`config.mk`:
```
export PLATFORM = sky130hd
export DESIGN_NAME = mp2a_pos
export DESIGN_NICKNAME = d
export VERILOG_FILES = /design/src/rtl/max_pool_2d_with_argmax_top_macros.svh /design/src/rtl/mp2a_pkg.sv /design/src/rtl/mp2a_pos.sv
export SDC_FILE = /design/constraint.sdc
export NUM_CORES = 1
export LEC_CHECK = 0
export ABC_AREA = 1
export BUFFER_PORTS_ARGS = -buffer_cell sky130_fd_sc_hd__buf_2
export CORE_AREA = 3 3 85 168
export CTS_BUF_LIST = sky130_fd_sc_hd__clkbuf_2
export CTS_CLUSTER_DIAMETER = 120
export DETAILED_ROUTE_END_ITERATION = 6
export DIE_AREA = 0 0 88 171
export GPL_ROUTABILITY_DRIVEN = 0
export GPL_TIMING_DRIVEN = 0
export SYNTH_ARGS = -nofsm -noshare
export SYNTH_HDL_FRONTEND = slang
export SYNTH_SLANG_ARGS = --single-unit
```
`constraint.sdc`:
```
create_clock -name clk -period 3.2 [get_ports clk]
set_input_delay 0.48 -clock clk [delete_from_list [all_inputs] [get_ports clk]]
set_output_delay 0.48 -clock clk [all_outputs]
set_load 0.005 [all_outputs]
```
`src/rtl/max_pool_2d_with_argmax_top_macros.svh`:
```
// assertion macros shared by the max pooling rtl
// expects clk and arst_n in the scope of the including module
`ifndef MAX_POOL_2D_WITH_ARGMAX_TOP_MACROS_SVH
`define MAX_POOL_2D_WITH_ARGMAX_TOP_MACROS_SVH

// same-cycle implication, disabled during reset
`define MP2A_ASSERT_NOW(lbl, ante, cons, msg) \
	lbl: assert property (@(posedge clk) disable iff (!arst_n) (ante) |-> (cons)) else $error(msg);

// next-cycle implication, disabled during reset
`define MP2A_ASSERT_NEXT(lbl, ante, cons, msg) \
	lbl: assert property (@(posedge clk) disable iff (!arst_n) (ante) |=> (cons)) else $error(msg);

`endif

```
`src/rtl/mp2a_pkg.sv`:
```
// shared types and constants for the max pooling block
// no dependencies
package mp2a_pkg;

	localparam int MAX_COLS = 256;
	localparam int MAX_POOL = 8;
	localparam int ROW_LIMIT = 256;
	localparam int SAMPLE_W = 16;
	localparam int POOLED_W = 15;
	localparam int IDX_W = 8;
	localparam int OFF_W = 3;
	localparam int MAP_W = 9;
	localparam int POOL_W = 4;
	localparam int ADDR_W = 4;
	localparam int DATA_W = 32;
	localparam int ENTRY_W = SAMPLE_W + 2 * OFF_W;

	// register indexes on the configuration port
	typedef enum logic [1:0] {
		REG_MAP_COLS  = 2'd0,
		REG_MAP_ROWS  = 2'd1,
		REG_POOL_COLS = 2'd2,
		REG_POOL_ROWS = 2'd3
	} reg_idx_t;

	// sizes after clamping, plus a restart pulse on any write
	typedef struct packed {
		logic [MAP_W-1:0]  mc;
		logic [MAP_W-1:0]  mr;
		logic [POOL_W-1:0] pc;
		logic [POOL_W-1:0] pr;
		logic              restart;
	} cfg_t;

	// position of the current sample within the map
	typedef struct packed {
		logic [IDX_W-1:0] idx;
		logic [OFF_W-1:0] wr;
		logic [OFF_W-1:0] wc;
		logic             in_win;
		logic             emit;
		logic             done;
	} pos_t;

	// one column store entry: running maximum and packed offsets
	typedef struct packed {
		logic signed [SAMPLE_W-1:0] max;
		logic [OFF_W-1:0]           row;
		logic [OFF_W-1:0]           col;
	} entry_t;

endpackage

```
`src/rtl/mp2a_pos.sv`:
```
// raster position tracking: map row/column, window offsets, column index
// depends on mp2a_pkg
module mp2a_pos import mp2a_pkg::*; (
	input  logic clk,
	input  logic arst_n,
	input  cfg_t cfg,
	input  logic adv,
	output pos_t pos
);

	logic [MAP_W-1:0] c_q;
	logic [MAP_W-1:0] r_q;
	logic [MAP_W-1:0] cbase_q;
	logic [MAP_W-1:0] rbase_q;
	logic [IDX_W-1:0] idx_q;
	logic [OFF_W-1:0] wc_q;
	logic [OFF_W-1:0] wr_q;
	logic             in_cols;
	logic             in_rows;
	logic             last_wc;
	logic             last_wr;
	logic             last_col_win;
	logic             last_row_win;
	logic             row_end;
	logic             map_end;

	// window fit and end-of-window tests
	always_comb begin
		in_cols = ({1'b0, cbase_q} + (MAP_W + 1)'(cfg.pc)) <= {1'b0, cfg.mc};
		in_rows = ({1'b0, rbase_q} + (MAP_W + 1)'(cfg.pr)) <= {1'b0, cfg.mr};
		last_wc = ({1'b0, wc_q} + (OFF_W + 1)'(1)) >= cfg.pc;
		last_wr = ({1'b0, wr_q} + (OFF_W + 1)'(1)) >= cfg.pr;
		last_col_win = ({1'b0, cbase_q} + (MAP_W + 1)'({cfg.pc, 1'b0})) > {1'b0, cfg.mc};
		last_row_win = ({1'b0, rbase_q} + (MAP_W + 1)'({cfg.pr, 1'b0})) > {1'b0, cfg.mr};
		row_end = ({1'b0, c_q} + (MAP_W + 1)'(1)) >= {1'b0, cfg.mc};
		map_end = ({1'b0, r_q} + (MAP_W + 1)'(1)) >= {1'b0, cfg.mr};
		pos.idx = idx_q;
		pos.wr = wr_q;
		pos.wc = wc_q;
		pos.in_win = in_cols && in_rows;
		pos.emit = in_cols && in_rows && last_wc && last_wr;
		pos.done = in_cols && in_rows && last_wc && last_wr && last_col_win && last_row_win;
	end

	// counters step on each accepted sample
	always_ff @(posedge clk or negedge arst_n) begin
		if (!arst_n) begin
			c_q <= '0;
			r_q <= '0;
			cbase_q <= '0;
			rbase_q <= '0;
			idx_q <= '0;
			wc_q <= '0;
			wr_q <= '0;
		end else if (cfg.restart) begin
			c_q <= '0;
			r_q <= '0;
			cbase_q <= '0;
			rbase_q <= '0;
			idx_q <= '0;
			wc_q <= '0;
			wr_q <= '0;
		end else if (adv) begin
			if (row_end) begin
				c_q <= '0;
				cbase_q <= '0;
				idx_q <= '0;
				wc_q <= '0;
				if (map_end) begin
					r_q <= '0;
					rbase_q <= '0;
					wr_q <= '0;
				end else begin
					r_q <= r_q + MAP_W'(1);
					if (in_rows) begin
						if (last_wr) begin
							wr_q <= '0;
							rbase_q <= rbase_q + MAP_W'(cfg.pr);
						end else begin
							wr_q <= wr_q + OFF_W'(1);
						end
					end
				end
			end else begin
				c_q <= c_q + MAP_W'(1);
				if (in_cols && in_rows) begin
					if (last_wc) begin
						wc_q <= '0;
						idx_q <= idx_q + IDX_W'(1);
						cbase_q <= cbase_q + MAP_W'(cfg.pc);
					end else begin
						wc_q <= wc_q + OFF_W'(1);
					end
				end
			end
		end
	end

endmodule

```
-- Word level (Yosys, flattened, before mapping)
Cells that the tools add are included.
- register bits: 50
- output and inout port bits: 17
- add/subtract/negate cells: 15
- order comparisons: 8
- mux-type cells: 34
- reduce and logical (&&, ||, !) cells: 16
- operator list (kind ; number):
    $mux 9 ; 18
    $mux 8 ; 5
    $mux 3 ; 11
    $add 9x1->10 const B ; 2
    $add 9x4->10 ; 2
    $add 9x5->10 ; 2
    $ge 10x9->1 ; 2
    $gt 10x9->1 ; 2
    $le 10x9->1 ; 2
    $add 9x1->9 const B ; 2
    $add 9x4->9 ; 2
    $reduce_bool 3->1 ; 4
    $add 3x1->4 const B ; 2
    $add 8x1->8 const B ; 1
    $ge 4x4->1 ; 2
    $add 3x1->3 const B ; 2
    $reduce_and 3->1 ; 2
    $logic_and 1x1->1 ; 5
    $reduce_and 2->1 ; 2
    $reduce_and 4->1 ; 1
    $reduce_bool 2->1 ; 2

-- Logic depth before layout (Yosys ltp)
- depth in word-level cells: 8
- mapped depth: 25

-- Worst setup path after synthesis
No wires, ideal clock.
- path kind: input -> output
- start: input cfg[1] in the netlist's numbering
- end: output pos[0] in the netlist's numbering
- data arrival time: 2.847 ns
- data required time: 2.720 ns
- setup slack: -0.127 ns
- stages: 22
- path buffers: 0
- cells stage by stage: ha_1 > fa_1 > a21oi_1 > o21ai_0 > xor2_1 > inv_1 > ha_1 > nand2_1 > nor2_1 > nand2_1 > nand3_1 > nand2_1 > nand2_1 > nand2_1 > nand2_1 > nand2_1 > nand2_2 > nor2_4 > nand2_1 > nor2_1 > nand2_1 > nor2_1
- RTL lines (item ; RTL line ; RTL):
    start, declared ; mp2a_pos.sv:6 ; input cfg_t cfg,
    end, declared ; mp2a_pos.sv:8 ; output pos_t pos

==> flow_summary.toml <==
[status]
status = "complete, but fails checks"
failed_checks = "negative setup slack"

[yosys]
ys_top_cells_by_area = "dfrtp_1, ha_1, nand2_1, inv_1, xor2_1"
yosysWarnings = 0
syn_avg_cell_area_sq_um = 7.45
async_flop_share_pct = 100
synth.most_common_cell = "nand2_1"
ys_top_cells_by_count = "nand2_1, inv_1, ha_1"
synth_top_area_cell = "dfrtp_1"
ys.flop_type = "dfrtp_1"
syn_area_sq_um = 5220
synthCells = 701
synth_seq_cells = 50
synth_top_area_share_pct = 24.0
synth-edff-count = 0
yosysSeqAreaShare_pct = 24.0
synth_cell_type_count = 43
synth_nets = 818

[floorplanning]
initial_core_util_pct = 40.0
rows = 59
core_area_sq_um = 13100
ioPinCount = 47
die_area_sq_um = 15000
fp.dieW_microns = 88
chipHeight_microns = 171

[clock_tree]
numCtsBuffers = 5
cts_hold_buf = 0
htree_levels = 2
numClockSinks = 50
clock_latency_ns = 0.50
cts.clk_slew.worst_paths_ns = 0.35
root_buffer = "clkbuf_2"
clockBufferDepth = 2
cts_tree = "done"

[hold_path]
worstHoldPathType = "in2async"

[setup_path]
endpoint_kind = "output port"
worstPathRequired_ns = 2.72
crit_fanout = 2
rr_startpoint = "rbase_q[0]"
rrSetupSlack_ns = -0.03
critPathArrivalTime_ns = 3.44
rr_worst_depth = 20
r2r_end = "cbase_q[0]"
critPathKind = "reg2out"
start_kind = "flop"

[sta]
max-slew-margin-rel_pct = 18.4
min_period_over_period_pct = 123
fin_ws_ns = -0.721
fin_worst_skew_ns = 0.0873
hold_viol_final = 0
fmax_mhz = 255
timing.hold.ws_ns = 0.174
timing.final.max_slew_violations = 0
tightest_slew_ns = 1.22
final-setup-viol-count = 13
period_needed_ns = 3.92
rsz0062_at_grt = "true"

[placed_design]
place_area_sq_um = 5650
placed_cells = 898
dp_hpwl_microns = 11400
numPortBuffers = 45

[final_layout]
area.growth.synth_to_final_pct = 15.5
postLayoutCoreUtil_pct = 46.2
final_area_sq_um = 6030
drive_above_1_share_pct = 20.4
finalNonFillerCells = 929
nNetsFinal = 892

[global_route]
grt_antenna_before_repair = 1
grtUsageTotal_pct = 19.7
grt_pass1_wl_microns = 23200
grt_pass1_vias = 5106
grt_max_degree = 51
gr-total-overflow = 0

[pwr]
power_switching_share_pct = 46.4
power.density_nw_per_um2 = 524
cell_internal_pwr_mw = 1.70
power_mw = 3.16
pwr-share-clk_pct = 11.7
irDropWorstVdd_uv = 323
p_seq_share_pct = 27.7
net-switching-power_mw = 1.47
p_leak_nw = 3.37
combPwrFrac_pct = 60.6

[routing]
dr_total_vias = 4796
wl_microns = 13900
drc = 0
ant_nets = 0
first_iter_violations = 142
via_per_inst = 5.16
dr.pass1.iters = 4
wl_per_cell_microns = 15.0

[job]
cap_violations = 0
-- placed cells by master (no fill, tap or decap), types with 7 or more instances in the layout --
cell type	instances
nor3_2	11
nand4_1	7
buf_2	50
nor2_1	25
o21ai_1	7
buf_6	8
nand2_2	9
inv_1	112
buf_4	20
o21ai_2	11
o21ai_0	20
dfrtp_1	49
ha_1	81
nand2_1	162
xor2_1	29
nor3_1	10
a21oi_1	32
nand2_4	11
nand3_1	52
-- repair_timing --
item | CTS | global route
resized for setup | 19 | 19
pin swaps | 19 | 13
gates cloned | 2 | 0
endpoints found under the setup margin | 32 | 35
endpoints found under the hold margin | 0 | 0
buffers inserted | 15 | 6
-- layer usage --
| layer | global-route usage [%] | part of all wire [%] | routed length, microns | up-vias |
|---|---|---|---|---|
| met2 | 39.6 | 59 | 8180 | 89 |
| met3 | 1.83 | 2.0 | 283 | 45 |
| met5 | 0 | 0 | 0 | - |
| met1 | 17.7 | 33 | 4650 | 2242 |
| met4 | 12.2 | 6.0 | 842 | 0 |
| li1 | - | - | - | 2420 |
-- worst max path at each step --
| stage | from | to | slack [ns] | cells past startpoint |
|---|---|---|---|---|
| 5_1_grt | rbase_q[0] | pos[0] | -0.99 | 23 |
| 2_1_floorplan | cfg[1] | pos[0] | -0.007 | 22 |
| 3_3_place_gp | cfg[3] | pos[0] | -0.74 | 24 |
| 3_5_place_dp | cfg[3] | pos[0] | -0.77 | 24 |
| 6_report | rbase_q[0] | pos[0] | -0.72 | 20 |
| 4_1_cts | rbase_q[0] | pos[0] | -0.84 | 23 |
-- flip-flops by register name, summed over array words and instances (netlist names) --
register and cells:
wc_q 3, cbase_q 9, r_q 9, wr_q 3
rbase_q 9, c_q 9, idx_q 8
-- cells by family (layout without fill, tap and decap cells) --
group | Yosys count | in the layout | share of synthesized area [%]
other | 0 | 1 | 0
XOR/XNOR | 38 | 38 | 6.37
AND/OR/NAND/NOR | 307 | 308 | 27.8
adder cells (fa/ha/maj) | 87 | 87 | 21.4
buffers and inverters | 128 | 202 | 10.1
flip-flops | 50 | 50 | 24.0
AO/OA/AOI/OAI | 91 | 91 | 10.4
-- metrics by stage --
stage	TNS [ns]	worst slack, ns
floorplan	-0.00685	-0.00685
global placement	-9.10	-0.741
detailed placement	-11.18	-0.775
CTS	-2.30	-0.844
global route	-7.94	-0.993
finish	-2.15	-0.721
-- worst max-delay path, stage by stage (launching register included) --
cell and delay, ns:
dfrtp_1 0.48, ha_4 0.18, fa_2 0.38, a21oi_2 0.16
o21ai_2 0.08, nand2_1 0.11, buf_4 0.12, nor3_2 0.03
xor2_1 0.20, ha_1 0.32, nand3_1 0.06, nor2_1 0.08
nand2_1 0.07, nand2_2 0.09, nand2_4 0.07, nor2_4 0.09
nand2_2 0.07, nor2_4 0.10, nand2_2 0.07, nor2_1 0.08
buf_2 0.12
-- power groups by stage --
stage / combinational, mW / sequential, mW / clock (mW)
2_1_floorplan: 1.25 / 0.860 / 0
3_3_place_gp: 1.64 / 0.886 / 0
3_5_place_dp: 1.70 / 0.895 / 0
4_1_cts: 1.86 / 0.878 / 0.382
5_1_grt: 2.21 / 0.901 / 0.407
6_report: 1.92 / 0.875 / 0.369
-- cell type report --
cell class | instances | area (sq um)
multi-input cells | 524 | 3590
fillers | 1326 | 7030
flip-flops and latches | 50 | 1250
plain buffers | 13 | 97.6
repair buffers | 66 | 397
clock inverters | 3 | 42.5
diodes | 1 | 2.50
well taps | 152 | 190
inverters | 115 | 437
clock buffers | 5 | 25.0
Power figures use the tool's default switching activity.
