File: src/rtl/max_pool_2d_with_argmax_top_macros.svh
// assertion macros shared by the max pooling rtl
// expects clk and arst_n in the scope of the including module
`ifndef MAX_POOL_2D_WITH_ARGMAX_TOP_MACROS_SVH
`define MAX_POOL_2D_WITH_ARGMAX_TOP_MACROS_SVH

// same-cycle implication, disabled during reset
`define MP2A_ASSERT_NOW(lbl, ante, cons, msg) \
	lbl: assert property (@(posedge clk) disable iff (!arst_n) (ante) |-> (cons)) else $error(msg);

// next-cycle implication, disabled during reset
`define MP2A_ASSERT_NEXT(lbl, ante, cons, msg) \
	lbl: assert property (@(posedge clk) disable iff (!arst_n) (ante) |=> (cons)) else $error(msg);

`endif

File: src/rtl/mp2a_pkg.sv
// shared types and constants for the max pooling block
// no dependencies
package mp2a_pkg;

	localparam int MAX_COLS = 256;
	localparam int MAX_POOL = 8;
	localparam int ROW_LIMIT = 256;
	localparam int SAMPLE_W = 16;
	localparam int POOLED_W = 15;
	localparam int IDX_W = 8;
	localparam int OFF_W = 3;
	localparam int MAP_W = 9;
	localparam int POOL_W = 4;
	localparam int ADDR_W = 4;
	localparam int DATA_W = 32;
	localparam int ENTRY_W = SAMPLE_W + 2 * OFF_W;

	// register indexes on the configuration port
	typedef enum logic [1:0] {
		REG_MAP_COLS  = 2'd0,
		REG_MAP_ROWS  = 2'd1,
		REG_POOL_COLS = 2'd2,
		REG_POOL_ROWS = 2'd3
	} reg_idx_t;

	// sizes after clamping, plus a restart pulse on any write
	typedef struct packed {
		logic [MAP_W-1:0]  mc;
		logic [MAP_W-1:0]  mr;
		logic [POOL_W-1:0] pc;
		logic [POOL_W-1:0] pr;
		logic              restart;
	} cfg_t;

	// position of the current sample within the map
	typedef struct packed {
		logic [IDX_W-1:0] idx;
		logic [OFF_W-1:0] wr;
		logic [OFF_W-1:0] wc;
		logic             in_win;
		logic             emit;
		logic             done;
	} pos_t;

	// one column store entry: running maximum and packed offsets
	typedef struct packed {
		logic signed [SAMPLE_W-1:0] max;
		logic [OFF_W-1:0]           row;
		logic [OFF_W-1:0]           col;
	} entry_t;

endpackage

File: src/rtl/mp2a_cfg.sv
// apb configuration registers with size clamping
// depends on mp2a_pkg
module mp2a_cfg import mp2a_pkg::*; (
	input  logic              clk,
	input  logic              arst_n,
	input  logic              psel,
	input  logic              penable,
	input  logic              pwrite,
	input  logic [ADDR_W-1:0] paddr,
	input  logic [DATA_W-1:0] pwdata,
	output logic [DATA_W-1:0] prdata,
	output logic              pready,
	output cfg_t              cfg
);

	logic [MAP_W-1:0]  map_cols_q;
	logic [MAP_W-1:0]  map_rows_q;
	logic [POOL_W-1:0] pool_cols_q;
	logic [POOL_W-1:0] pool_rows_q;
	logic              wr_en;
	reg_idx_t          sel;

	assign pready = 1'b1;
	assign sel = reg_idx_t'(paddr[3:2]);
	assign wr_en = psel && penable && pwrite && pready;

	// register writes, any write restarts the map position
	always_ff @(posedge clk or negedge arst_n) begin
		if (!arst_n) begin
			map_cols_q <= MAP_W'(24);
			map_rows_q <= MAP_W'(24);
			pool_cols_q <= POOL_W'(2);
			pool_rows_q <= POOL_W'(2);
		end else begin
			if (wr_en) begin
				case (sel)
					REG_MAP_COLS:  map_cols_q <= pwdata[MAP_W-1:0];
					REG_MAP_ROWS:  map_rows_q <= pwdata[MAP_W-1:0];
					REG_POOL_COLS: pool_cols_q <= pwdata[POOL_W-1:0];
					REG_POOL_ROWS: pool_rows_q <= pwdata[POOL_W-1:0];
					default: ;
				endcase
			end
		end
	end

	// read back
	always_comb begin
		prdata = '0;
		case (sel)
			REG_MAP_COLS:  prdata = DATA_W'(map_cols_q);
			REG_MAP_ROWS:  prdata = DATA_W'(map_rows_q);
			REG_POOL_COLS: prdata = DATA_W'(pool_cols_q);
			REG_POOL_ROWS: prdata = DATA_W'(pool_rows_q);
			default:       prdata = '0;
		endcase
	end

	// zero acts as one, oversize saturates; restart at the writing edge
	always_comb begin
		cfg.mc = (map_cols_q == '0) ? MAP_W'(1) :
			((map_cols_q > MAP_W'(MAX_COLS)) ? MAP_W'(MAX_COLS) : map_cols_q);
		cfg.mr = (map_rows_q == '0) ? MAP_W'(1) :
			((map_rows_q > MAP_W'(ROW_LIMIT)) ? MAP_W'(ROW_LIMIT) : map_rows_q);
		cfg.pc = (pool_cols_q == '0) ? POOL_W'(1) :
			((pool_cols_q > POOL_W'(MAX_POOL)) ? POOL_W'(MAX_POOL) : pool_cols_q);
		cfg.pr = (pool_rows_q == '0) ? POOL_W'(1) :
			((pool_rows_q > POOL_W'(MAX_POOL)) ? POOL_W'(MAX_POOL) : pool_rows_q);
		cfg.restart = wr_en;
	end

endmodule

File: config.mk
export PLATFORM = sky130hd
export DESIGN_NAME = mp2a_cfg
export DESIGN_NICKNAME = d
export VERILOG_FILES = /design/src/rtl/max_pool_2d_with_argmax_top_macros.svh /design/src/rtl/mp2a_pkg.sv /design/src/rtl/mp2a_cfg.sv
export SDC_FILE = /design/constraint.sdc
export NUM_CORES = 1
export LEC_CHECK = 0
export BUFFER_PORTS_ARGS = -buffer_cell sky130_fd_sc_hd__buf_2
export CORE_AREA = 2 2 77 79
export DETAILED_ROUTE_END_ITERATION = 7
export DIE_AREA = 0 0 79 81
export GPL_ROUTABILITY_DRIVEN = 1
export GPL_TIMING_DRIVEN = 0
export SETUP_SLACK_MARGIN = 0.02
export SLEW_MARGIN = 5
export SYNTH_ARGS = -nofsm -noshare
export SYNTH_HDL_FRONTEND = slang
export SYNTH_SLANG_ARGS = --single-unit
File: constraint.sdc
create_clock -name clk -period 0.9 [get_ports clk]
set_input_delay 0.045 -clock clk [delete_from_list [all_inputs] [get_ports clk]]
set_output_delay 0.045 -clock clk [all_outputs]
set_load 0.01 [all_outputs]
Word-level counts from Yosys, hierarchy flattened
Cells that the tools add are included.
{ "classes": {"add_sub_neg": 0, "n_mul": 0, "n_div": 0, "magnitude_cmp": 4, "eq_ne": 3, "shifts": 0, "n_mux": 9, "n_bitwise": 0, "reduce_logical": 11} }
{ "ops": {"columns": ["operator", "count"], "rows": [
  ["$pmux 32 s4", 1],
  ["$mux 9", 4],
  ["$gt 9x9->1 const B", 2],
  ["$logic_not 9->1", 2],
  ["$mux 4", 4],
  ["$gt 4x4->1 const B", 2],
  ["$logic_not 4->1", 2],
  ["$reduce_and 2->1", 4],
  ["$eq 2x2->1 const B", 2],
  ["$eq 2x1->1 const B", 1],
  ["$logic_and 1x1->1", 2],
  ["$logic_not 2->1", 1]
]} }
{ "word_totals": {"regBits": 26, "latch_bits": 0, "mem_bits_rw": 0, "rom_bits": 0, "output_inout_bits": 60, "mem_count": 0} }

Depth between registers and ports, before layout
Gate-level depths: netlist of run 1.
{ "logic_depth": {"ltp_word": 3, "mapped_depth": 5, "depth_no_buf": 3} }

Worst setup path before layout of run 1
Ideal clock, no wire load.
{ "synth_path": {"path_kind": "input port to flip-flop", "start": "input port pwrite", "end": "register map_cols_q[0]", "setup_ps": 125, "arrival_time_ps": 938, "path_slack_ps": -163, "cell_stages": 5, "n_path_buf": 2, "cell_sequence": "and3_1 buf_6 nor3b_4 buf_6 mux2_4"} }
{ "synth_via": {"elab_chain_cells": 2} }
{ "synth_lines": {"columns": ["element", "line", "rtl"], "rows": [
  ["start: declaration", "mp2a_cfg.sv:8", "input logic pwrite,"],
  ["$logic_and 1x1->1", "mp2a_cfg.sv:25", "assign wr_en = psel && penable && pwrite && pready;"],
  ["net wr_en", "mp2a_cfg.sv:20", "logic wr_en;"],
  ["$reduce_and 2->1 (no line)", null, null],
  ["end signal: assignment", "mp2a_cfg.sv:37", "REG_MAP_COLS: map_cols_q <= pwdata[MAP_W-1:0];"],
  ["end: declaration", "mp2a_cfg.sv:16", "logic [MAP_W-1:0] map_cols_q;"]
]} }
The timed path passes the listed nets, and every way through them passes these cells.
A chain may end at the register's enable or synchronous reset.

Worst setup path after layout of run 1
{ "layout_path": {"start": "register pool_rows_q[2]", "end": "output port prdata[2]"} }
{ "layout_via": {"elab_chain_cells": 1} }
{ "layout_lines": {"columns": ["element", "line", "rtl"], "rows": [
  ["start: declaration", "mp2a_cfg.sv:19", "logic [POOL_W-1:0] pool_rows_q;"],
  ["start signal: assignment", "mp2a_cfg.sv:40", "REG_POOL_ROWS: pool_rows_q <= pwdata[POOL_W-1:0];"],
  ["$pmux 32 s4", "mp2a_cfg.sv:50", "case (sel)"],
  ["end: declaration", "mp2a_cfg.sv:11", "output logic [DATA_W-1:0] prdata,"]
]} }
Every way passes these cells. The select of a mux whose other input is x is not followed.

==> reports/metrics.yaml, run 1 <==
end_kind: "output port"
cts_buffer_depth: 2
violations: "negative setup slack"
async_flop_share_pct: 100
clkTransAtPathRegs_ps: 90
layout_setup_ws_ps: -508
die_h_um: 81
status: "finished with violations"
grt_max_degree: 27
rows: 28
path_cells: "mux4_2, buf_6"
cp_max_fo: 4
cp-start-kind: "flip-flop"
internal_power_mw: 3.64
synth_warnings: 0
ys_top_cells_by_count: "25 x buf_4, 20 x dfrtp_1, 18 x nor2b_1"
synth_top_area_share_pct: 30.8
finalNonFillerCells: 315
start_util_pct: 28.6
drt-met1-wl_um: 1820
dr_wl_met3_um: 282
wl_met2_um: 2170
cts_buffers: 3
grt_pass1_wl_um: 6330
area_delta_synth_final_pct: 65.3
dr.pass1.iters: 4
syn_area_um2: 1630
clkPwrFrac_pct: 14.3
synth_cell_types: 21
seqPwrFrac_pct: 33.9
ys_seq_area_share_pct: 40.5
die-area_um2: 6400
p_switching_mw: 1.71
vias: 1294
synth_top_area_cell: "dfrtp_1"
period_share_pct: 156
fmax_mhz: 710
wire_per_inst_um: 13.6
slew_headroom_pct: 59.4
fin_crit_ps: 1410
wl_um: 4280
maxCapViolCount: 0
diodes: 0
gp_congestion: 0.779
hold_viol: 0
cpMaxStageDelayCell: "mux4_2"
crit_arrival_ps: 1360
setup_viol: 46
cts-root-buf: "clkbuf_8"
drt_iter0_drc: 33
setup-tns-final_ps: -10730
cpPeakStageDelay_ps: 510
io_buffer_count: 51
dp_slack_ps: -305
finalMaxSlewViolations: 0
swShare_pct: 31.9
synth_most_common_cell: "buf_4"
worstMarginPinSlew_ps: 609
ant_nets: 0
dpl.hpwl_um: 2850
synth_area_leaders: "dfrtp_1 31%, mux2_2 12%, buf_4 12%"
post-route-drc-count: 0
synth-edff-count: 0
rsz0062_at_grt: "yes"
clock_latency_ps: 270
ys_ff_latch: 26
critical_path_required_ps: 850
synth-main-ff-cell: "dfrtp_1"
nFillCells: 567
syn_inst: 140
cts_tree: "built"
leakagePower_nw: 1.37
combPwrFrac_pct: 51.8
clock_sinks: 26
antenna_found_initial: 0
max-vdd-ir-drop_mv: 1.08
hp-class: "input pin to flip-flop"
track_usage_pct: 12.7
vias_per_cell: 4.11
io_pins: 101
dp_cells: 288
fin_skew_ps: 0
first_global_vias: 1238
core_area_um2: 5680
drive_above_1_share_pct: 70.0
critPathKind: "flip-flop to output port"
grt-ovfl-total: 0
final_nets: 282
p_total_mw: 5.35
avgSynthCellArea_um2: 11.6
power.density_nw_per_um2: 1990
top_layer: "met4"
die_w_um: 79
ctsHtreeMaxLevel: 1
## critical path, delay by kind of cell, from the launching register on
kind	cells	cell delay (ps)
buf+inv	1	140
mux	1	510
flops	1	440
## cells in the final DEF, fill, tap and decap left out
master,n
clkbuf_16,2
dfstp_2,6
nor3_2,1
nor2_2,2
nand3_2,1
conb_1,24
buf_8,2
nor4_2,1
nor2_1,10
buf_6,39
and3_4,1
dlygate4sd3_1,1
nor4_4,1
mux2_4,17
nor2b_4,10
dfrtp_2,2
mux4_2,4
nor2b_1,8
mux2i_1,5
clkbuf_8,4
nor3b_4,1
and3b_2,1
nor3_1,1
clkbuf_1,3
a21oi_1,2
buf_4,28
buf_2,34
nor2_4,1
mux2_2,9
dfrtp_1,18
nand3b_2,1
## power groups by stage
stage,Clock [mW],Combinational (mW),Sequential [mW]
after CTS,0.789,2.06,1.74
after global placement,0,1.61,1.78
after global routing,0.824,2.99,1.86
after floorplan,0,1.10,1.68
final,0.765,2.77,1.81
after detailed placement,0,1.63,1.80
## sequential cells by signal, summed over array words and instances, names as in the netlist
name	flops
map_rows_q	9
pool_rows_q	4
map_cols_q	9
pool_cols_q	4
## worst paths after layout
check	startpoint	endpoint	slack (ps)	cells after the start
worst max register to register	map_rows_q[8]	map_rows_q[8]	-100	2
min in group asynchronous	arst_n	pool_rows_q[3]	300	2
worst min register to register	map_cols_q[2]	map_cols_q[2]	590	1
max in group asynchronous	arst_n	map_rows_q[8]	160	2
worst max-delay path	pool_rows_q[2]	prdata[2]	-510	2
worst min-delay path	pwdata[4]	map_cols_q[4]	20	2
## final cells by class
cell class / instances / area, um2 / area share [%]
flip-flops and latches: 26 / 661 / 24.6
plain buffers: 33 / 256 / 9.55
well taps: 75 / 93.8 / 3.49
multi-input cells: 101 / 956 / 35.6
repair buffers: 76 / 664 / 24.7
clock buffers: 4 / 55.1 / 2.05
## cell families after synthesis
kind of cell / count (synthesis) / share of synthesized area, %
buffers and inverters: 35 / 15.3
AO/OA/AOI/OAI: 2 / 0.616
AND/OR/NAND/NOR: 40 / 14.4
other: 2 / 0.462
flip-flops: 26 / 40.5
multiplexers: 35 / 28.7
## routing by layer
layer | global-route usage (%) | vias to the layer above
met5 | 0 | -
met4 | 1.55 | 0
met3 | 3.11 | 2
met2 | 22.5 | 56
met1 | 16.3 | 613
li1 | - | 623
## repair_timing
| action | in CTS | in global routing |
|---|---|---|
| setup buffers | 12 | 13 |
| pin swaps | 6 | 8 |
| endpoints found under the hold margin | 20 | 0 |
| hold buffers | 1 | 0 |
| resized for setup | 26 | 55 |
| gates cloned | 1 | 2 |
| endpoints found under the setup margin | 49 | 51 |
## per-stage QoR
step           hold slack, ps  cell area (um2)  util (%)
2_1_floorplan            -251             1720         -
3_3_place_gp             87.1             2060      36.4
3_5_place_dp             86.0             2060      36.4
4_1_cts                  10.5             2330      41.0
5_1_grt                  9.53             2690      47.3
6_report                 21.1             2690      47.3
(Power assumes the default switching activity.)
==> run 2: changes to the inputs <==
==> constraint.sdc (replaced) <==
create_clock -name clk -period 0.9 [get_ports clk]
set_input_delay 0.09 -clock clk [delete_from_list [all_inputs] [get_ports clk]]
set_output_delay 0.09 -clock clk [all_outputs]
set_load 0.01 [all_outputs]
==> run 2 against run 1 <==
The run still ends with negative setup slack left. Count of clock-buffer cells in the layout did not move. Sequential cell count is the same. Die area unchanged. Core utilization increased by 0.86 points. Via count increased by 0.70%. Clock skew did not move. Sequential power about the same. First-iteration DRC count shrank 27%. Non-clock buffer count rose by 3. Critical path depth did not move. Combinational power increased by 3%. Critical path type unchanged. Largest cell class unchanged.
==> reports/metrics.yaml, run 2 (same netlist as run 1, synthesis figures left out) <==
status: "finished with violations"  # unchanged
violations: "negative setup slack"  # unchanged
setup_viol: 46  # unchanged
maxCapViolCount: 0  # unchanged
crit_end: "prdata[2]"  # unchanged
setup-tns-final_ps: -12520  # was -10730 ps
wl_um: 4340  # was 4280 um
whs_ps: 67.3  # was 21.1 ps
max-vdd-ir-drop_mv: 1.10  # was 1.08 mV
finish.utilization_pct: 48.2  # was 47.3%
leakagePower_nw: 1.40  # was 1.37 nW
wire_per_inst_um: 13.7  # was 13.6 um
p_total_mw: 5.40  # was 5.35 mW
cts-root-buf: "clkbuf_8"  # unchanged
cp-startpoint: "pool_rows_q[2]"  # unchanged
nFillCells: 562  # was 567
hold_viol: 0  # unchanged
core_area_um2: 5680  # unchanged
area_delta_synth_final_pct: 68.3  # was 65.3%
layout_setup_ws_ps: -546  # was -508 ps
rr_endpoint: "map_rows_q[1]"  # was map_rows_q[8]
final_nets: 285  # was 282
cts_buffers: 3  # unchanged
io_buffer_count: 51  # unchanged
rows: 28  # unchanged
gp_congestion: 0.779  # unchanged
finalNonFillerCells: 318  # was 315
fin_skew_ps: 0  # unchanged
finalMaxSlewViolations: 0  # unchanged
clock_sinks: 26  # unchanged
cpPeakStageDelay_ps: 510  # about the same
hp-class: "input pin to flip-flop"  # unchanged
grt-ovfl-total: 0  # unchanged
dr.pass1.iters: 4  # unchanged
dp_cells: 288  # unchanged
track_usage_pct: 12.7  # about the same
dp_slack_ps: -350  # was -305 ps
post-route-drc-count: 0  # unchanged
cpMaxStageDelayCell: "mux4_2"  # unchanged
start_util_pct: 28.6  # unchanged
fin_crit_ps: 1450  # was 1410 ps
cp-start-kind: "flip-flop"  # unchanged
die-area_um2: 6400  # unchanged
vias: 1303  # was 1294
reg2reg_setup_slack_ps: -110  # was -100 ps
io_pins: 101  # unchanged
crit_arrival_ps: 1360  # about the same
critical_path_required_ps: 810  # was 850 ps
end_kind: "output port"  # unchanged
clkTransAtPathRegs_ps: 90  # about the same
antenna_found_initial: 0  # unchanged
final_common_cell: "buf_6"  # unchanged
grt_max_degree: 27  # unchanged
cts_buffer_depth: 2  # unchanged
ctsHtreeMaxLevel: 1  # unchanged
layout_common_cells: "42 x buf_6, 33 x buf_2, 28 x buf_4, 24 x conb_1"  # was 39 x buf_6, 34 x buf_2, 28 x buf_4, 24 x conb_1, 18 x dfrtp_1
die_w_um: 79  # unchanged
cp_max_fo: 4  # unchanged
drive_above_1_share_pct: 70.4  # was 70.0%
fmax_mhz: 692  # was 710 MHz
first_global_vias: 1232  # was 1238
period_share_pct: 161  # was 156%
clock_latency_ps: 270  # about the same
reg2regPathDepth: 3  # was 2
path_cells: "mux4_2, buf_6"  # unchanged
ant_nets: 0  # unchanged
dpl.hpwl_um: 2850  # unchanged
grt_pass1_wl_um: 6320  # was 6330 um
cts_tree: "built"  # unchanged
dpl_cell_area_um2: 2060  # unchanged
power.density_nw_per_um2: 1980  # was 1990 nW/um2
rsz0062_at_grt: "yes"  # unchanged
vias_per_cell: 4.10  # was 4.11
reg_top3: "map_cols_q x9, map_rows_q x9"  # unchanged
diodes: 0  # unchanged
regToRegStartpoint: "map_rows_q[1]"  # was map_rows_q[8]
final_area_um2: 2740  # was 2690 um2
drt_iter0_drc: 24  # was 33
die_h_um: 81  # unchanged
critPathKind: "flip-flop to output port"  # unchanged
## run 2: changes by cell type in the layout (fill, tap and decap cells not counted), sizes merged
cell / delta
buf: +2
clkbuf: +1
## run 2: worst min-delay path by stage
stage | start | end | slack (ps) | cells past startpoint
3_5_place_dp | arst_n | pool_rows_q[3] | 130 | 1
4_1_cts | pwdata[4] | map_cols_q[4] | 60 | 2
5_1_grt | pwdata[7] | map_cols_q[7] | 50 | 2
3_3_place_gp | arst_n | pool_rows_q[3] | 130 | 1
2_1_floorplan | arst_n | map_cols_q[0] | -210 | 0
6_report | pwdata[4] | map_cols_q[4] | 70 | 2
## run 2: critical path, delay by kind of cell (launching register included)
family	cells	cell delay, ps
buffers and inverters	1	140
flip-flops	1	440
multiplexers	1	510
## run 2: cell type report
type | count | area (um2) | share of cell area [%]
Sequential cell | 26 | 661 | 24.2
Multi-Input combinational cell | 101 | 968 | 35.4
Buffer | 33 | 256 | 9.38
Tap cell | 75 | 93.8 | 3.43
Clock buffer | 4 | 55.1 | 2.01
Timing Repair Buffer | 79 | 701 | 25.6
## run 2: timing repair
action | in CTS | in global routing
pin swaps | 6 | 8
hold endpoints to repair | 20 | 0
setup buffers | 13 | 15
hold buffers | 1 | 0
gates cloned | 1 | 2
setup endpoints to repair | 53 | 53
gates resized for setup | 27 | 60
## run 2: metal layers
layer | up-vias | GRT usage [%] | part of all wire, %
met5 | - | 0 | 0
met1 | 615 | 16.1 | 42
met3 | 2 | 3.11 | 6.3
met2 | 54 | 22.5 | 51
met4 | 0 | 1.55 | 0.28
li1 | 632 | - | -
## run 2: report_power, final
group | internal [mW] | total, mW | switching (mW) | leakage, nW
Clock | 0.391 | 0.757 | 0.366 | 0.0288
Sequential | 1.49 | 1.81 | 0.318 | 0.306
Combinational | 1.80 | 2.84 | 1.03 | 1.07
==> run 3: changes to the inputs <==
--- a/config.mk
+++ b/config.mk
@@ -6,11 +6,12 @@
 export NUM_CORES = 1
 export LEC_CHECK = 0
 export BUFFER_PORTS_ARGS = -buffer_cell sky130_fd_sc_hd__buf_2
-export CORE_AREA = 2 2 77 79
+export CORE_AREA = 2 2 68 70
 export DETAILED_ROUTE_END_ITERATION = 7
-export DIE_AREA = 0 0 79 81
+export DIE_AREA = 0 0 70 72
 export GPL_ROUTABILITY_DRIVEN = 1
 export GPL_TIMING_DRIVEN = 0
+export PLACE_DENSITY = 0.75
 export SETUP_SLACK_MARGIN = 0.02
 export SLEW_MARGIN = 5
 export SYNTH_ARGS = -nofsm -noshare
==> run 3 against run 2 <==
Count of clock-buffer cells in the layout is the same. The flow still finishes with violations (negative setup slack). Die area shrank 21%. Highest routed layer unchanged. Sequential cell count is the same. Critical path type unchanged.
==> reports/metrics.yaml, run 3 (same netlist as run 1, synthesis figures left out) <==
status: "finished with violations"  # unchanged
violations: "negative setup slack"  # unchanged
dp_cells: 265  # was 288
multi_input_area_um2: 943  # was 968 um2
whs_ps: 61.5  # was 67.3 ps
cts_buffer_depth: 2  # unchanged
leakagePower_nw: 1.33  # was 1.40 nW
track_usage_pct: 14.9  # was 12.7%
grt_max_degree: 27  # unchanged
die-area_um2: 5040  # was 6400 um2
drive_above_1_share_pct: 66.5  # was 70.4%
grt-ovfl-total: 0  # unchanged
hp-class: "input pin to flip-flop"  # unchanged
end_kind: "output port"  # unchanged
clkTransAtPathRegs_ps: 90  # about the same
nFillCells: 366  # was 562
combPwrFrac_pct: 50.3  # was 52.5%
finalNonFillerCells: 288  # was 318
diodes: 0  # unchanged
grt_pass1_wl_um: 5880  # was 6320 um
setup_viol: 45  # was 46
final_common_cell: "buf_2"  # was buf_6
internal_power_mw: 3.36  # was 3.69 mW
setup-tns-final_ps: -11660  # was -12520 ps
clock_sinks: 26  # unchanged
rsz0062_at_grt: "yes"  # unchanged
final_nets: 278  # was 285
seqPwrFrac_pct: 36.2  # was 33.5%
cts_buffers: 3  # unchanged
fin_crit_ps: 1440  # was 1450 ps
post-route-drc-count: 0  # unchanged
wire_per_inst_um: 13.9  # was 13.7 um
die_h_um: 72  # was 81 um
core_area_um2: 4260  # was 5680 um2
rows: 24  # was 28
swShare_pct: 32.5  # was 31.7%
critical_path_required_ps: 810  # about the same
cts-root-buf: "clkbuf_8"  # unchanged
io_buffer_count: 51  # unchanged
cp-startpoint: "map_rows_q[5]"  # was pool_rows_q[2]
crit_arrival_ps: 1350  # was 1360 ps
fmax_mhz: 695  # was 692 MHz
reg_top3: "map_cols_q x9, map_rows_q x9"  # unchanged
cp_max_fo: 2  # was 4
seqCellArea_um2: 661  # unchanged
p_switching_mw: 1.62  # was 1.72 mW
critPathKind: "flip-flop to output port"  # unchanged
io_pins: 101  # unchanged
first_global_vias: 1167  # was 1232
power.density_nw_per_um2: 1950  # was 1980 nW/um2
die_w_um: 70  # was 79 um
period_share_pct: 160  # was 161%
ctsHtreeMaxLevel: 1  # unchanged
layout_setup_ws_ps: -539  # was -546 ps
gp_congestion: 0.791  # was 0.779
finalMaxSlewViolations: 0  # unchanged
vias_per_cell: 4.39  # was 4.10
regToRegStartpoint: "map_cols_q[8]"  # was map_rows_q[1]
dpl.hpwl_um: 2570  # was 2850 um
dr.pass1.iters: 4  # unchanged
drt_iter0_drc: 35  # was 24
wl_um: 4000  # was 4340 um
clkPwrFrac_pct: 13.5  # was 14.0%
hp-start: "pwdata[4]"  # unchanged
start_util_pct: 38.1  # was 28.6%
layout_common_cells: "37 x buf_2, 30 x buf_4, 26 x buf_6, 24 x conb_1, 19 x mux2_4"  # was 42 x buf_6, 33 x buf_2, 28 x buf_4, 24 x conb_1
hold_viol: 0  # unchanged
vias: 1264  # was 1303
area_delta_synth_final_pct: 57.4  # was 68.3%
fin_skew_ps: 0  # unchanged
max-vdd-ir-drop_mv: 1.39  # was 1.10 mV
clock_latency_ps: 270  # about the same
ant_nets: 0  # unchanged
p_total_mw: 4.98  # was 5.40 mW
cp-start-kind: "flip-flop"  # unchanged
cts_tree: "built"  # unchanged
antenna_found_initial: 0  # unchanged
maxCapViolCount: 0  # unchanged
run 3: changes by cell type in the layout (fill, tap and decap cells not counted), sizes merged:
cell	change
clkbuf	+2
buf	-9
run 3: layout make-up:
cell class / count / area share, %
Buffer: 34 / 10.3
Timing Repair Buffer: 71 / 22.7
Clock buffer: 4 / 1.76
Multi-Input combinational cell: 101 / 36.9
Tap cell: 52 / 2.54
Sequential cell: 26 / 25.8
run 3: final timing paths:
kind | end | slack, ps | cells after the start
min in group asynchronous | map_cols_q[5] | 310 | 2
hold / removal | map_cols_q[4] | 60 | 2
hold reg to reg | map_rows_q[0] | 540 | 1
setup / recovery | cfg[9] | -540 | 4
setup reg to reg | map_cols_q[8] | -80 | 2
max in group asynchronous | pool_rows_q[1] | 280 | 2
run 3: what timing repair did:
action | CTS | global route
resized for setup | 25 | 43
endpoints found under the hold margin | 20 | 0
setup endpoints to repair | 53 | 58
setup buffers | 14 | 6
hold buffers | 1 | 0
gates cloned | 1 | 2
pin swaps | 3 | 2
run 3: critical path, stage by stage (launching register included):
cell     delay (ps)
dfrtp_1         420
nor4_2          310
a21oi_1         100
nor2_1          110
buf_2           140
run 3: metal layers:
metal	routed length, um	GRT usage [%]
met1	1710	19.7
met2	1990	25.0
met3	281	3.75
met4	18	3.21
met5	0	0
run 3: power by group through the flow:
| stage | logic [mW] | clock network [mW] | registers (mW) |
|---|---|---|---|
| after CTS | 2.02 | 0.690 | 1.75 |
| after global routing | 2.68 | 0.741 | 1.85 |
| after detailed placement | 1.61 | 0 | 1.79 |
| after global placement | 1.59 | 0 | 1.76 |
| final | 2.51 | 0.673 | 1.80 |
| after floorplan | 1.10 | 0 | 1.68 |
run 3: per-stage QoR:
stage          util, %  cell area, um2  setup slack (ps)
5_1_grt           60.0            2560              -636
3_5_place_dp      47.7            2040              -345
4_1_cts           54.6            2330              -517
6_report          60.0            2560              -539
3_3_place_gp      47.7            2040              -323
2_1_floorplan        -            1720              -208
